<file path="config.mk">
export PLATFORM = sky130hd
export DESIGN_NAME = token_spacing_rewriter
export DESIGN_NICKNAME = d
export VERILOG_FILES = /design/src/hdl/tsr_pkg.sv /design/src/hdl/token_spacing_rewriter.sv /design/src/hdl/tsr_front.sv /design/src/hdl/tsr_queue.sv /design/src/hdl/tsr_back.sv
export SDC_FILE = /design/constraint.sdc
export NUM_CORES = 1
export LEC_CHECK = 0
export CAP_MARGIN = 20
export CELL_PAD_IN_SITES_DETAIL_PLACEMENT = 1
export CELL_PAD_IN_SITES_GLOBAL_PLACEMENT = 1
export CORE_ASPECT_RATIO = 0.9
export CORE_UTILIZATION = 41
export CTS_CLUSTER_SIZE = 24
export DETAILED_ROUTE_END_ITERATION = 12
export DONT_BUFFER_PORTS = 1
export GPL_TIMING_DRIVEN = 0
export PLACE_DENSITY_LB_ADDON = 0.1
export SYNTH_ARGS = -nofsm -noshare
export SYNTH_HDL_FRONTEND = slang
export SYNTH_HIERARCHICAL = 1
export SYNTH_SLANG_ARGS = --single-unit
export TNS_END_PERCENT = 100
</file>
<file path="constraint.sdc">
create_clock -name clk -period 11.03 [get_ports clk]
set_clock_uncertainty 0.2 [all_clocks]
set_input_delay 3.309 -clock clk [delete_from_list [all_inputs] [get_ports clk]]
set_output_delay 3.309 -clock clk [all_outputs]
set_load 0.01 [all_outputs]
</file>
<file path="src/hdl/tsr_pkg.sv">
// ----------------------------------------------------------------------------
// tsr_pkg: shared types, character codes and the byte rewrite function
// Used by the front end, the group queue and the back end of the rewriter.
// ----------------------------------------------------------------------------
package tsr_pkg;

  localparam int MAX_BYTES = 8;  // held byte (up to 5) plus final byte (up to 3)
  localparam int RW_BYTES  = 5;

  localparam logic [7:0] CH_SPACE  = 8'h20;
  localparam logic [7:0] CH_COMMA  = 8'h2C;
  localparam logic [7:0] CH_AMP    = 8'h26;
  localparam logic [7:0] CH_DOLLAR = 8'h24;
  localparam logic [7:0] CH_HASH   = 8'h23;
  localparam logic [7:0] CH_LBRACK = 8'h5B;
  localparam logic [7:0] CH_RBRACK = 8'h5D;
  localparam logic [7:0] CH_LPAREN = 8'h28;
  localparam logic [7:0] CH_RPAREN = 8'h29;
  localparam logic [7:0] CH_NL     = 8'h0A;
  localparam logic [7:0] CH_LT     = 8'h3C;
  localparam logic [7:0] CH_GT     = 8'h3E;
  localparam logic [7:0] CH_EQ     = 8'h3D;
  localparam logic [7:0] CH_BANG   = 8'h21;
  localparam logic [7:0] CH_MINUS  = 8'h2D;
  localparam logic [7:0] CH_PLUS   = 8'h2B;
  localparam logic [7:0] CH_STAR   = 8'h2A;
  localparam logic [7:0] CH_SLASH  = 8'h2F;
  localparam logic [7:0] CH_PCT    = 8'h25;
  localparam logic [7:0] CH_DOT    = 8'h2E;

  // Rewrite of one byte.
  typedef struct packed {
    logic [RW_BYTES-1:0][7:0] b;
    logic [2:0]               cnt;
    logic                     took;
  } rw_t;

  // All bytes caused by one input beat.
  typedef struct packed {
    logic [MAX_BYTES-1:0][7:0] b;
    logic [3:0]                cnt;
  } group_t;

  function automatic rw_t pad3(input logic [7:0] mid);
    rw_t r;
    r      = '0;
    r.b[0] = CH_SPACE;
    r.b[1] = mid;
    r.b[2] = CH_SPACE;
    r.cnt  = 3'd3;
    return r;
  endfunction

  function automatic rw_t pad4(input logic [7:0] c0, input logic [7:0] c1);
    rw_t r;
    r      = '0;
    r.b[0] = CH_SPACE;
    r.b[1] = c0;
    r.b[2] = c1;
    r.b[3] = CH_SPACE;
    r.cnt  = 3'd4;
    r.took = 1'b1;
    return r;
  endfunction

  function automatic rw_t rewrite(input logic [7:0] a, input logic has_nx,
                                  input logic [7:0] nx);
    rw_t r;
    r      = '0;
    r.b[0] = a;
    r.cnt  = 3'd1;
    if (a == CH_COMMA) begin
      r.b[0] = CH_SPACE;
    end else if (has_nx && a == CH_LT && nx == CH_MINUS) begin
      // "<-" keeps the '-' for the next step
      r.b[0] = CH_SPACE;
      r.b[1] = CH_LT;
      r.b[2] = CH_MINUS;
      r.b[3] = CH_GT;
      r.b[4] = CH_SPACE;
      r.cnt  = 3'd5;
    end else if (has_nx && a == CH_MINUS && nx == CH_GT) begin
      r.cnt  = 3'd0;
      r.took = 1'b1;
    end else if (has_nx && ((a == CH_EQ && nx == CH_GT) || (a == CH_LT && nx == CH_EQ) ||
                            (a == CH_GT && nx == CH_EQ) || (a == CH_BANG && nx == CH_EQ))) begin
      r = pad4(a, nx);
    end else if (has_nx && a == CH_HASH && nx == CH_LBRACK) begin
      r = pad4(CH_HASH, CH_LPAREN);
    end else begin
      case (a) inside
        CH_LPAREN, CH_LBRACK: r = pad3(CH_LPAREN);
        CH_RPAREN, CH_RBRACK: r = pad3(CH_RPAREN);
        CH_EQ, CH_GT, CH_LT, CH_PLUS, CH_MINUS, CH_STAR, CH_SLASH, CH_PCT: r = pad3(a);
        CH_DOT:               r = pad3(CH_AMP);
        CH_NL:                r = pad3(CH_DOLLAR);
        default:              r = r;
      endcase
    end
    return r;
  endfunction

endpackage

</file>
<file path="src/hdl/token_spacing_rewriter.sv">
// ----------------------------------------------------------------------------
// token_spacing_rewriter: spaced-token rewrite of a source text byte stream
//
// Input channel (in_valid / in_stall): one text byte per beat, with
// end_of_text high on the final byte of a text. Output channel
// (out_valid / out_stall): rewritten bytes, last_of_run high on the final
// byte caused by one input beat. Beats that cause no bytes (a byte held
// back as lookahead, or a dropped "->") produce nothing on the output.
//
// With the output side idle, the first output byte of a beat is presented
// after the queue write and then the serializer load.
// Throughput: the front end takes one byte per cycle while the group queue
// has room; the serializer sends one byte per cycle while the receiver does
// not stall, and an input beat expands to 0 to 8 output bytes. The output
// port sets the sustained rate.
//
// Reset clears the held lookahead byte, the queue and the serializer.
// When the receiver stalls, the current byte holds; the queue keeps taking
// input beats until it is full (QUEUE_DEPTH groups), then in_stall rises.
// ----------------------------------------------------------------------------
module token_spacing_rewriter
  import tsr_pkg::*;
#(
  parameter int QUEUE_DEPTH = 4
) (
  input  logic       clk,
  input  logic       rst,
  input  logic       in_valid,
  output logic       in_stall,
  input  logic [7:0] in_byte,
  input  logic       end_of_text,
  output logic       out_valid,
  input  logic       out_stall,
  output logic [7:0] out_byte,
  output logic       last_of_run
);

  logic   accept;
  logic   push;
  logic   pop;
  logic   q_full;
  logic   q_empty;
  group_t grp_in;
  group_t grp_out;

  // Queue full is the only input back-pressure.
  assign in_stall = q_full;
  assign accept   = in_valid && !q_full;

  tsr_front u_front (
    .clk         (clk),
    .rst         (rst),
    .accept      (accept),
    .in_byte     (in_byte),
    .end_of_text (end_of_text),
    .push        (push),
    .grp         (grp_in)
  );

  tsr_queue #(
    .DEPTH (QUEUE_DEPTH)
  ) u_queue (
    .clk   (clk),
    .rst   (rst),
    .push  (push),
    .din   (grp_in),
    .pop   (pop),
    .dout  (grp_out),
    .full  (q_full),
    .empty (q_empty)
  );

  tsr_back u_back (
    .clk         (clk),
    .rst         (rst),
    .q_data      (grp_out),
    .q_empty     (q_empty),
    .q_pop       (pop),
    .out_valid   (out_valid),
    .out_stall   (out_stall),
    .out_byte    (out_byte),
    .last_of_run (last_of_run)
  );

endmodule

</file>
<file path="src/hdl/tsr_front.sv">
// ----------------------------------------------------------------------------
// tsr_front: input side of the rewriter
// Holds one byte back, rewrites it against the incoming byte and builds the
// byte group for each accepted beat.
// ----------------------------------------------------------------------------
module tsr_front
  import tsr_pkg::*;
(
  input  logic       clk,
  input  logic       rst,
  input  logic       accept,
  input  logic [7:0] in_byte,
  input  logic       end_of_text,
  output logic       push,
  output group_t     grp
);

  logic [7:0] held_char;
  logic       held_valid;
  logic [7:0] held_char_next;
  logic       held_valid_next;
  rw_t        r1;
  rw_t        r2;
  logic       pending;
  logic [3:0] j;

  always_comb begin
    r1 = '0;
    if (held_valid) begin
      r1 = rewrite(held_char, 1'b1, in_byte);
    end
    pending = !(held_valid && r1.took);
    r2 = '0;
    if (pending && end_of_text) begin
      r2 = rewrite(in_byte, 1'b0, 8'h00);
    end
    if (pending && !end_of_text) begin
      held_char_next  = in_byte;
      held_valid_next = 1'b1;
    end else begin
      held_char_next  = 8'h00;
      held_valid_next = 1'b0;
    end
  end

  // Pack the two rewrites back to back.
  always_comb begin
    grp     = '0;
    grp.cnt = {1'b0, r1.cnt} + {1'b0, r2.cnt};
    j       = '0;
    for (int i = 0; i < MAX_BYTES; i++) begin
      j = 4'(i) - {1'b0, r1.cnt};
      if (4'(i) < {1'b0, r1.cnt}) begin
        if (i < RW_BYTES) begin
          grp.b[i] = r1.b[3'(i)];
        end
      end else if (j < 4'(RW_BYTES)) begin
        grp.b[i] = r2.b[j[2:0]];
      end
    end
  end

  assign push = accept && (grp.cnt != 4'd0);

  always_ff @(posedge clk) begin
    if (rst) begin
      held_char  <= 8'h00;
      held_valid <= 1'b0;
    end else if (accept) begin
      held_char  <= held_char_next;
      held_valid <= held_valid_next;
    end
  end

endmodule

</file>
<file path="src/hdl/tsr_queue.sv">
// ----------------------------------------------------------------------------
// tsr_queue: short queue of byte groups
// Decouples the front end from the output serializer.
// ----------------------------------------------------------------------------
module tsr_queue
  import tsr_pkg::*;
#(
  parameter int DEPTH = 4
) (
  input  logic   clk,
  input  logic   rst,
  input  logic   push,
  input  group_t din,
  input  logic   pop,
  output group_t dout,
  output logic   full,
  output logic   empty
);

  localparam int AW = (DEPTH > 1) ? $clog2(DEPTH) : 1;

  group_t          mem [DEPTH];
  logic [AW-1:0]   wr_ptr;
  logic [AW-1:0]   rd_ptr;
  logic [AW:0]     count;

  assign full  = (count == (AW+1)'(DEPTH));
  assign empty = (count == '0);
  assign dout  = mem[rd_ptr];

  always_ff @(posedge clk) begin
    if (push) begin
      mem[wr_ptr] <= din;
    end
  end

  always_ff @(posedge clk) begin
    if (rst) begin
      wr_ptr <= '0;
      rd_ptr <= '0;
      count  <= '0;
    end else begin
      if (push) begin
        wr_ptr <= (wr_ptr == AW'(DEPTH - 1)) ? '0 : wr_ptr + 1'b1;
      end
      if (pop) begin
        rd_ptr <= (rd_ptr == AW'(DEPTH - 1)) ? '0 : rd_ptr + 1'b1;
      end
      count <= count + (AW+1)'(push) - (AW+1)'(pop);
    end
  end

endmodule

</file>
<file path="src/hdl/tsr_back.sv">
// ----------------------------------------------------------------------------
// tsr_back: output serializer
// Takes one byte group from the queue and sends it one byte per beat,
// marking the final byte of the group.
// ----------------------------------------------------------------------------
module tsr_back
  import tsr_pkg::*;
(
  input  logic       clk,
  input  logic       rst,
  input  group_t     q_data,
  input  logic       q_empty,
  output logic       q_pop,
  output logic       out_valid,
  input  logic       out_stall,
  output logic [7:0] out_byte,
  output logic       last_of_run
);

  group_t     cur;
  logic       cur_valid;
  logic [2:0] idx;
  logic       advance;

  assign last_of_run = ({1'b0, idx} == cur.cnt - 4'd1);
  assign out_byte    = cur.b[idx];
  assign out_valid   = cur_valid;
  assign advance     = !cur_valid || (!out_stall && last_of_run);
  assign q_pop       = advance && !q_empty;

  always_ff @(posedge clk) begin
    if (q_pop) begin
      cur <= q_data;
    end
  end

  always_ff @(posedge clk) begin
    if (rst) begin
      cur_valid <= 1'b0;
      idx       <= '0;
    end else if (advance) begin
      cur_valid <= !q_empty;
      idx       <= '0;
    end else if (!out_stall) begin
      idx <= idx + 3'd1;
    end
  end

endmodule

</file>
==> summary.md <==
| Metric | Value |
|---|---|
| Finished Core Util | between 40% and 50% |
| Status | completed |
| Worst Setup SP | in_byte[7] |
| Mapped Cells | just under 900 |
| Ys flop type | edfxtp_1 |
| Pin count of the biggest net entering global routing | 52 |
| First-pass GRT wire length | around 58 mm |
| Antenna Cells | 0 |
| GP Congestion | between 0.8 and 0.9 |
| CP max-delay cell | fa_1 |
| TritonCTS clock tree | yes |
| # DRC | 0 |
| Die area | between 30000 and 40000 sq um |
| Remaining global-route overflow | 0 |
| Vias in the first global route | ~9000 |
| Tmin final | 8.078 ns |
| WP data required | between 10 and 15 ns |
| Area Growth Syn to Fin | 13.32% |
| Worst Path Buf+Inv | 5 |
| Clock root buffer | clkbuf_16 |
| Max-cap viol count | 0 |
| Number of I/O pins | 24 |
| Initial Util | a little over two fifths |
| Mapped Area | roughly 16000 sq um |
| Dpl hpwl | between 20 and 30 mm |
| Worst skew pair latency | roughly 0.54 ns |
| Layout cell share with drive strength beyond 1 | around a quarter |
| Max-slew violations | 0 |
| Setup crit end kind | flip-flop |
| Register area share after synthesis | about two thirds |
| Peak VDD IR | between 0.0001 and 0.00015 V |
| Via-to-Cell Ratio | between 5 and 6 |
| Final instance area | between 15000 and 20000 sq um |
| Die Span Y | around 190 um |
| I/O Buffers | 0 |
| CTS resizes | 0 |
| Sink Count | approximately 360 |
| Area after DPL | between 15000 and 20000 sq um |
| Total CTS buffers | 39 |
| Slew Limit Headroom | ~30% |
| RR Endpoint | u_queue/mem[3][47] |
| Worst Hold Path Cells | 2 |
| R2r worst-path depth | 12 |
| Clock-pin slew on the worst setup and hold paths | roughly 0.060 ns |
| WP depth | 14 |
| Core Region | 37640 sq um |
| Synth unique cells | 99 |
| Worst hold-check path type | reg2reg |
| Fmax achieved | roughly 120 MHz |
| Crit-path cells | buf_2 > or3b_1 > buf_2 > nor4_4 > and2_0 > nor3_2 > or3b_4 > buf_8 > inv_1 > fa_1 > nor2_1 > a21oi_1 > and2_4 > buf_16 |
| Routed wire length per instance | ~26 um |
| Initial antenna violation count | 0 |
| Vias | about 8300 |
| Crit-path most repeated cell | buf_2 |
| Reg2reg setup slack | between 5 and 6 ns |
| Final setup vio count | 0 |
| CP Launch Type | primary input |
| Ys Warns | 6 |
| # nets final | ~980 |
| Worst r2r src | u_front/held_char[5] |
| DRT Pass-1 Iters | 4 |
| Final ANT Viol Nets | 0 |
| Flip-flop and latch count after synthesis | roughly 360 |
| PwrDens | between 200 and 250 nW/um^2 |
| Static leakage | between 6 and 7 nW |
| Crit path largest cell delay | approximately 0.67 ns |
| Delay-heaviest family, CP | simple AND/OR/NAND/NOR gates |
| Post-Place Setup Slack | roughly 2.4 ns |
| Setup Crit Path Kind | in2reg |
| GRT Total Usage | between 20% and 30% |
| Async set-reset flop share out of synthesis | 0% |
| Die W | about 210 um |
| Final worst slack | between 2 and 3 ns |
| H-tree levels | 2 |
| Final Hold Viols | 0 |
| Avg Cell Area, Syn | between 15 and 20 sq um |
| Critical path peak fanout | 44 |
| Final WL | 38.34 mm |
| Crit path to | u_queue/mem[3][47] |
| Initial DRC count | around 640 |
| Postcts setup bufs | 0 |
| Post-synth EDFFs | 340 |
| Row count | between 60 and 70 |
| CTS Buffer Depth | 3 |
| Hold buffers post-CTS | 0 |
| Slew @ Worst Pin | roughly 1.0 ns |
| Critical Path AT | slightly above 8 ns |
| RSZ-0062 raised after global routing | no |
| Tcrit/Tclk final | between 70% and 80% |
report_power, final:
part	switching [mW]	leakage [nW]	total (mW)	internal, mW
Clock	0.519	0.620	1.31	0.790
Combinational	0.499	1.92	0.915	0.417
Sequential	0.0694	3.64	1.84	1.77
per-stage QoR:
step	power, mW	hold slack (ns)	std cells	TNS [ns]
final	4.065	0.3170	1455	0
after global routing	4.231	0.3622	1455	0
after CTS	4.125	0.3188	1455	0
after detailed placement	2.804	0.3053	1388	0
after global placement	2.775	0.2857	1381	-1.041
after floorplan	2.494	0.2695	898	0
registers in the layout, summed over array words and instances, names as in the netlist, named ones only:
signal / flops
u_back/out_valid: 1
u_front/held_valid: 1
u_queue/count: 3
u_queue/wr_ptr: 2
u_front/held_char: 8
u_queue/rd_ptr: 2
u_queue/mem: 272
u_back/cur: 68
u_back/idx: 3
layer usage:
metal	wire, um	track usage (%)	vias to the layer above
met5	0	0	-
li1	-	-	3689
met1	17600	27.94	4365
met3	1839	4.050	56
met2	17910	31.96	171
met4	992	6.391	0
worst min path at each step:
stage                 startpoint  slack [ns]           endpoint
2_1_floorplan  u_queue/rd_ptr[0]        0.27          flip-flop
3_3_place_gp   u_queue/rd_ptr[0]        0.29  u_queue/rd_ptr[0]
3_5_place_dp   u_queue/rd_ptr[0]        0.31          flip-flop
4_1_cts        u_queue/rd_ptr[0]        0.32          flip-flop
5_1_grt        u_queue/rd_ptr[0]        0.36          flip-flop
6_report       u_queue/rd_ptr[0]        0.32          flip-flop
logic make-up (layout without fill, tap and decap cells):
logic type	Yosys count	in the layout	synth area share, %
XOR/XNOR	9	9	0.5931
other	1	7	0.02370
buffers and inverters	71	145	2.847
multiplexers	100	100	13.29
flip-flops	362	362	67.32
adder cells (fa/ha/maj)	24	24	1.993
AND/OR/NAND/NOR	222	222	8.882
AO/OA/AOI/OAI	103	103	5.054
cell usage after synthesis (9+ instances only):
master | number | area share [%]
nand2_1 | 27 | 0.64
o21ai_0 | 16 | 0.51
nor3_1 | 11 | 0.35
edfxtp_1 | 340 | 65
nand2b_1 | 11 | 0.44
buf_4 | 12 | 0.57
nand3_1 | 13 | 0.41
buf_2 | 13 | 0.41
dfxtp_1 | 22 | 2.8
nor2b_1 | 12 | 0.47
clkbuf_1 | 12 | 0.28
mux4_2 | 77 | 11
mux2_2 | 9 | 0.64
inv_1 | 17 | 0.40
a21oi_1 | 16 | 0.51
ha_1 | 22 | 1.7
nor2_1 | 64 | 1.5
placed cells by master, fill, tap and decap left out, drive strengths merged, types with 17 or more instances in the layout:
cell      n
nor2     64
dfxtp    22
o21ai    26
a21oi    17
edfxtp  340
mux4     84
clkbuf   59
buf      47
nand2    27
inv      18
ha       22
tightest hold or removal path: cells and delay by family, from the launching register on:
| family | cells | cell delay (ns) |
|---|---|---|
| and+or+nand+nor | 1 | 0.07 |
| AOI/OAI and AO/OA | 1 | 0.08 |
| DFF | 1 | 0.32 |
final cells by class:
type | count | area (sq um)
Sequential cell | 362 | 10650
Buffer | 53 | 381.6
Clock inverter | 21 | 225.2
Multi-Input combinational cell | 465 | 4775
Fill cell | 3518 | 19710
Clock buffer | 46 | 1045
Tap cell | 483 | 604.3
Timing Repair Buffer | 7 | 177.7
Inverter | 18 | 68.82
Note: power is estimated with default switching activity, not from simulation.
